$ cat src/rtl/core/lgs_pkg.sv
//------------------------------------------------------------------------------
// lgs_pkg
// Shared types and constants for the life grid generation step block.
//------------------------------------------------------------------------------
package lgs_pkg;

	localparam int GRID_SIDE = 128;
	localparam int CW = $clog2(GRID_SIDE);
	localparam int AW = 2 * CW;

	typedef enum logic [2:0] {
		MODE_CLEAR  = 3'd0,
		MODE_SET    = 3'd1,
		MODE_TOGGLE = 3'd2,
		MODE_TICK   = 3'd3,
		MODE_READ   = 3'd4
	} mode_t;

	typedef enum logic [3:0] {
		ST_INIT,
		ST_IDLE,
		ST_CLR,
		ST_RD,
		ST_RMW,
		ST_GPRE,
		ST_GRUN,
		ST_OUT
	} state_t;

	typedef struct packed {
		logic clr_start;
		logic clr_step;
		logic acc_rd;
		logic acc_wr;
		logic gen_start;
		logic gen_step;
		logic cap;
	} cmd_t;

	typedef struct packed {
		logic clr_done;
		logic gen_done;
	} sts_t;

endpackage

$ cat src/rtl/core/lgs_ctrl.sv
//------------------------------------------------------------------------------
// lgs_ctrl
// Sequencer: accepts a transaction, runs the datapath, holds the result.
//------------------------------------------------------------------------------
module lgs_ctrl import lgs_pkg::*; (
	input  logic       clk,
	input  logic       arst_n,
	input  logic       in_fire,
	input  logic [2:0] mode,
	input  logic       on_grid,
	input  logic       run_en,
	input  logic       out_fire,
	input  sts_t       sts,
	output cmd_t       cmd,
	output logic       busy,
	output logic       out_valid
);

	state_t state_q, state_nxt;

	// after reset the grid is swept clear before the first transaction
	always_ff @(posedge clk or negedge arst_n) begin
		if (!arst_n) state_q <= ST_INIT;
		else state_q <= state_nxt;
	end

	always_comb begin
		state_nxt = state_q;
		unique case (state_q)
			ST_INIT: if (sts.clr_done) state_nxt = ST_IDLE;
			ST_IDLE: begin
				if (in_fire) begin
					unique case (mode) inside
						MODE_CLEAR: state_nxt = ST_CLR;
						MODE_SET, MODE_TOGGLE, MODE_READ:
							state_nxt = on_grid ? ST_RD : ST_OUT;
						MODE_TICK: state_nxt = run_en ? ST_GPRE : ST_OUT;
						default: state_nxt = ST_OUT;
					endcase
				end
			end
			ST_CLR:  if (sts.clr_done) state_nxt = ST_OUT;
			ST_RD:   state_nxt = ST_RMW;
			ST_RMW:  state_nxt = ST_OUT;
			ST_GPRE: state_nxt = ST_GRUN;
			ST_GRUN: if (sts.gen_done) state_nxt = ST_OUT;
			ST_OUT:  if (out_fire) state_nxt = ST_IDLE;
			default: state_nxt = ST_IDLE;
		endcase
	end

	always_comb begin
		cmd = '0;
		unique case (state_q)
			ST_IDLE: begin
				cmd.cap = in_fire;
				cmd.clr_start = in_fire && (mode == MODE_CLEAR);
				cmd.gen_start = in_fire && (mode == MODE_TICK);
			end
			ST_INIT, ST_CLR: cmd.clr_step = 1'b1;
			ST_RD:   cmd.acc_rd = 1'b1;
			ST_RMW:  cmd.acc_wr = 1'b1;
			ST_GPRE, ST_GRUN: cmd.gen_step = 1'b1;
			default: ;
		endcase
	end

	assign busy = (state_q != ST_IDLE);
	assign out_valid = (state_q == ST_OUT);

endmodule

$ cat config.mk
export PLATFORM = sky130hd
export DESIGN_NAME = lgs_ctrl
export DESIGN_NICKNAME = d
export VERILOG_FILES = /design/src/rtl/core/lgs_pkg.sv /design/src/rtl/core/lgs_ctrl.sv
export SDC_FILE = /design/constraint.sdc
export NUM_CORES = 1
export LEC_CHECK = 0
export ABC_AREA = 1
export BUFFER_PORTS_ARGS = -buffer_cell sky130_fd_sc_hd__buf_2
export CAP_MARGIN = 20
export CORE_AREA = 2 2 39 41
export DETAILED_ROUTE_END_ITERATION = 8
export DIE_AREA = 0 0 41 43
export SLEW_MARGIN = 20
export SYNTH_ARGS = -nofsm -noshare
export SYNTH_HDL_FRONTEND = slang
export SYNTH_SLANG_ARGS = --single-unit
$ cat constraint.sdc
create_clock -name clk -period 2.6 [get_ports clk]
set_clock_uncertainty 0.15 [all_clocks]
set_input_delay 0.39 -clock clk [delete_from_list [all_inputs] [get_ports clk]]
set_output_delay 0.39 -clock clk [all_outputs]
set_load 0.005 [all_outputs]
* Word-level counts from Yosys, hierarchy flattened
Index checks and enable logic that the tools add are counted.
** Operators by class
- Magnitude comparators :: 0
- Multiply operators :: 0
- Bitwise logic cells :: 0
- Shifts and indexed selects :: 0
- Equal/unequal tests :: 17
- Add/sub/neg operators :: 0
- Reductions and logical operators :: 8
- Multiplexer cells :: 16
- Divide/modulo/power cells :: 0
** Operators with widths (count)
- $pmux W4 S8 :: 1
- $mux W4 :: 5
- $eq A4 B3 Y1 const B :: 4
- $ne A2 B2 Y1 const B :: 5
- $pmux W3 S3 :: 1
- $eq A4 B2 Y1 const B :: 2
- $mux W1 :: 7
- $eq A3 B2 Y1 const B :: 2
- $reduce_and A5 Y1 :: 1
- $eq A4 B1 Y1 const B :: 1
- $logic_not A4 Y1 :: 1
- $ne A4 B1 Y1 const B :: 1
- $reduce_or A2 Y1 :: 2
- $eq A3 B1 Y1 const B :: 1
- $eq A3 B3 Y1 const B :: 1
- $logic_not A3 Y1 :: 1
- $mux W3 :: 1
- $reduce_or A3 Y1 :: 1
- $logic_and A1 B1 Y1 :: 2
- $mux W2 :: 1
** Storage, ports and cells
- Bits in latches :: 0
- Word-level logic and storage cells :: 42
- RAM bits :: 0
- ROM bits :: 0
- Bits of input ports :: 11
- Memories kept :: 0
- Output and inout bits :: 9
- Register bits after elaboration :: 4

* Logic depth before layout (Yosys ltp)
- Depth after elaboration :: 5
- Gate-level depth with buffers :: 8

* Worst setup path after synthesis
OpenSTA, ideal clock, no wires.
- Path kind :: register -> output
- Start :: register state_q[2]
- End :: output port cmd[6] (netlist bit)
- Path slack :: 1.078 ns
- Stages on the path, launching flop included :: 4
- Required time :: 2.060 ns
- Data arrival time :: 0.982 ns
- Path through :: dfrtp_1 nor2_2 nand2_1 nor3_1
** RTL lines
- start, declared :: RTL line lgs_ctrl.sv:19 : state_t state_q, state_nxt;
- start signal, assigned :: RTL line lgs_ctrl.sv:24 : else state_q <= state_nxt;
- end, declared :: RTL line lgs_ctrl.sv:14 : output cmd_t cmd,

==> metrics.md <==
| Metric | Value |
|---|---|
| Status | `finished clean` |
| Core area | `1384 um2` |
| Reg clk slew, reported paths | `0.04 ns` |
| CP max stage cell | `dfrtp_1` |
| Top cell type's share of synthesized area | `0.2317` |
| Syn Nets | `64` |
| Synth Cell Area | `324.1 um2` |
| EDFF count, synth | `0` |
| Top Registers | `state_q x3` |
| Fmax | `0.5194 GHz` |
| Root buffer cell | `clkbuf_4` |
| Via-to-Cell Ratio | `4.152` |
| Tcrit/Tclk final | `0.7404` |
| FFs w/ async S/R, synth | `1.000` |
| Worst R2R Start | `state_q[0]$_DFFE_PN0P_` |
| DRT Wirelength | `761 um` |
| Data arrival, critical path | `1.39 ns` |
| Reg2reg path depth | `6` |
| Most frequent cells after synthesis | `nand2_1, nor2_1, inv_1` |
| Avg Inst Size Synth | `6.114 um2` |
| YS warnings | `0` |
| Fin nets | `88` |
| Starting Density | `0.2342` |
| First-pass GRT wire length | `1145 um` |
| Initial antenna violation count | `0` |
| CP Max Fanout | `7` |
| I/O pins | `20` |
| Hold slack | `0.3275 ns` |
| Remaining global-route overflow | `0` |
| Crit path launch type | `flop` |
| Max reg flops | `3` |
| Htree depth | `1` |
| Slowest cell delay on critical path | `0.45 ns` |
| Clock sink count | `3` |
| Area grow syn2layout | `44.40%` |
| Die Wd | `41 um` |
| N_diodes | `0` |
| Slew HR | `0.7753` |
| Period minus WS final | `1.925 ns` |
| Worst EP required | `2.06 ns` |
| Slew Viols, Final | `0` |
| Reg-to-Reg End | `state_q[1]$_DFFE_PN0P_` |
| Power, Total | `0.4710 mW` |
| Dpl hpwl | `625.2 um` |
| Maxcap violations | `0` |
| Register area share after synthesis | `0.2317` |
| Cell Pwr Density | `1006 nW/um2` |
| Maximum root-to-sink buffer count | `2` |
| CTS tree | `built` |
| Pre-antenna DRT Iters | `4` |
| Synth Register Bits | `3` |
| ANT nets after route | `0` |
| Vias in the first global route | `306` |
| Drt wl/cell | `8.272 um` |
| Maximum vdd drop | `0.0003713 V` |
| Clock Latency Late Sink | `0.23 ns` |
| Crit path kind | `flop to output pin` |
| Die height | `43 um` |
| CP cell instances | `nor2_2 -> nand2_1 -> nor3_1 -> buf_2` |
| Most common cell in the netlist | `nand2_1` |
| Cell taking the most area after synthesis | `dfrtp_1` |
| GP Congestion | `0.8638` |
| Num rows | `14` |
| LEAKAGE | `0.2667 nW` |
| Synth Instances | `53` |
| DRT iter0 DRCs | `12` |
| Fin Setup TNS | `0 ns` |
| GRT Overall Usage | `0.08963` |
| Most flop-heavy register | `state_q` |
| Endpoints failing setup | `0` |
| Maximum number of pins on one net before global-route repair | `11` |
| FF-to-FF setup slack | `1.25 ns` |
| Port bufs | `19` |
| CP endpoint kind | `output pin` |
| Worst-margin pin slew | `0.3370 ns` |
| Vias post-DR | `382` |
| HP Class | `input port to async pin` |
| Drt drc | `0` |
| Synth top area cells | `dfrtp_1, nand2_1, nor2_1` |
| Most used flip-flop cell after synthesis | `dfrtp_1` |
| RSZ-0062 raised after global routing | `false` |
| Layout cells sized above 1 | `0.4342` |
| Count of cell types in the netlist | `17` |
| Die area | `1763 um2` |
| Final core occ | `0.3382` |
| Cts bufs inserted | `3` |
| Hold Fails Final Rpt | `0` |
[where the power goes]
group / total, mW / internal, mW / switching [mW] / leakage (nW)
logic: 0.261 / 0.112 / 0.149 / 0.218
registers: 0.129 / 0.0724 / 0.0566 / 0.0336
clock network: 0.0810 / 0.0575 / 0.0235 / 0.0150
total: 0.471 / 0.241 / 0.230 / 0.267
[layer usage]
layer	GRT usage	share of wire	up-vias
met4	0.02000	0	0
met2	0.1281	0.43	13
met1	0.1331	0.48	157
met5	0	0	-
met3	0.02094	0.085	0
li1	-	-	212
[logic make-up after synthesis]
| kind of cell | after synthesis | synth area share |
|---|---|---|
| simple gates | 37 | 0.5753 |
| flops | 3 | 0.2317 |
| compound gates | 5 | 0.08878 |
| buf+inv | 8 | 0.1043 |
[final cells by class]
cell class / instances / area, um2
Timing Repair Buffer: 20 / 105.1
Tap cell: 16 / 20.02
Clock buffer: 4 / 26.28
Inverter: 7 / 26.28
Fill cell: 156 / 915.9
Sequential cell: 3 / 75.07
Multi-Input combinational cell: 42 / 215.2
[worst max-delay path by stage]
stage             end              startpoint
6_report       cmd[6]  state_q[2]$_DFFE_PN0P_
3_5_place_dp   cmd[6]  state_q[2]$_DFFE_PN0P_
5_1_grt        cmd[6]  state_q[2]$_DFFE_PN0P_
2_1_floorplan  cmd[6]  state_q[2]$_DFFE_PN0P_
3_3_place_gp   cmd[6]  state_q[2]$_DFFE_PN0P_
4_1_cts        cmd[6]  state_q[2]$_DFFE_PN0P_
[stage by stage]
step / instances / cell area [um2] / worst slack (ns)
floorplan: 53 / 324.1 / 1.078
global placement: 87 / 431.7 / 0.9844
detailed placement: 87 / 431.7 / 0.9255
CTS: 92 / 467.9 / 0.6736
global route: 92 / 467.9 / 0.6160
finish: 92 / 467.9 / 0.6748
[worst max-delay path: cells and delay by family, from the launching register on]
kind                   cells  cell delay, ns
buffers and inverters      1            0.14
flip-flops                 1            0.45
AND/OR/NAND/NOR            3            0.56
[layout by cell type (no fill, tap or decap), drive strengths merged]
cell	Yosys	layout
nand2	15	15
dlygate4sd3	0	1
a21boi	1	1
clkbuf	0	4
dfrtp	3	3
nor2	14	14
inv	7	7
nor3	3	3
a31oi	1	1
nand3	5	5
o21ai	2	2
buf	1	19
a21oi	1	1
[repair_timing]
action	CTS	global route
endpoints found under the hold margin	3	0
hold buffers	1	0
gates resized for setup	0	0
buffers inserted	0	0
No activity file was read; power rests on OpenSTA's default activity.
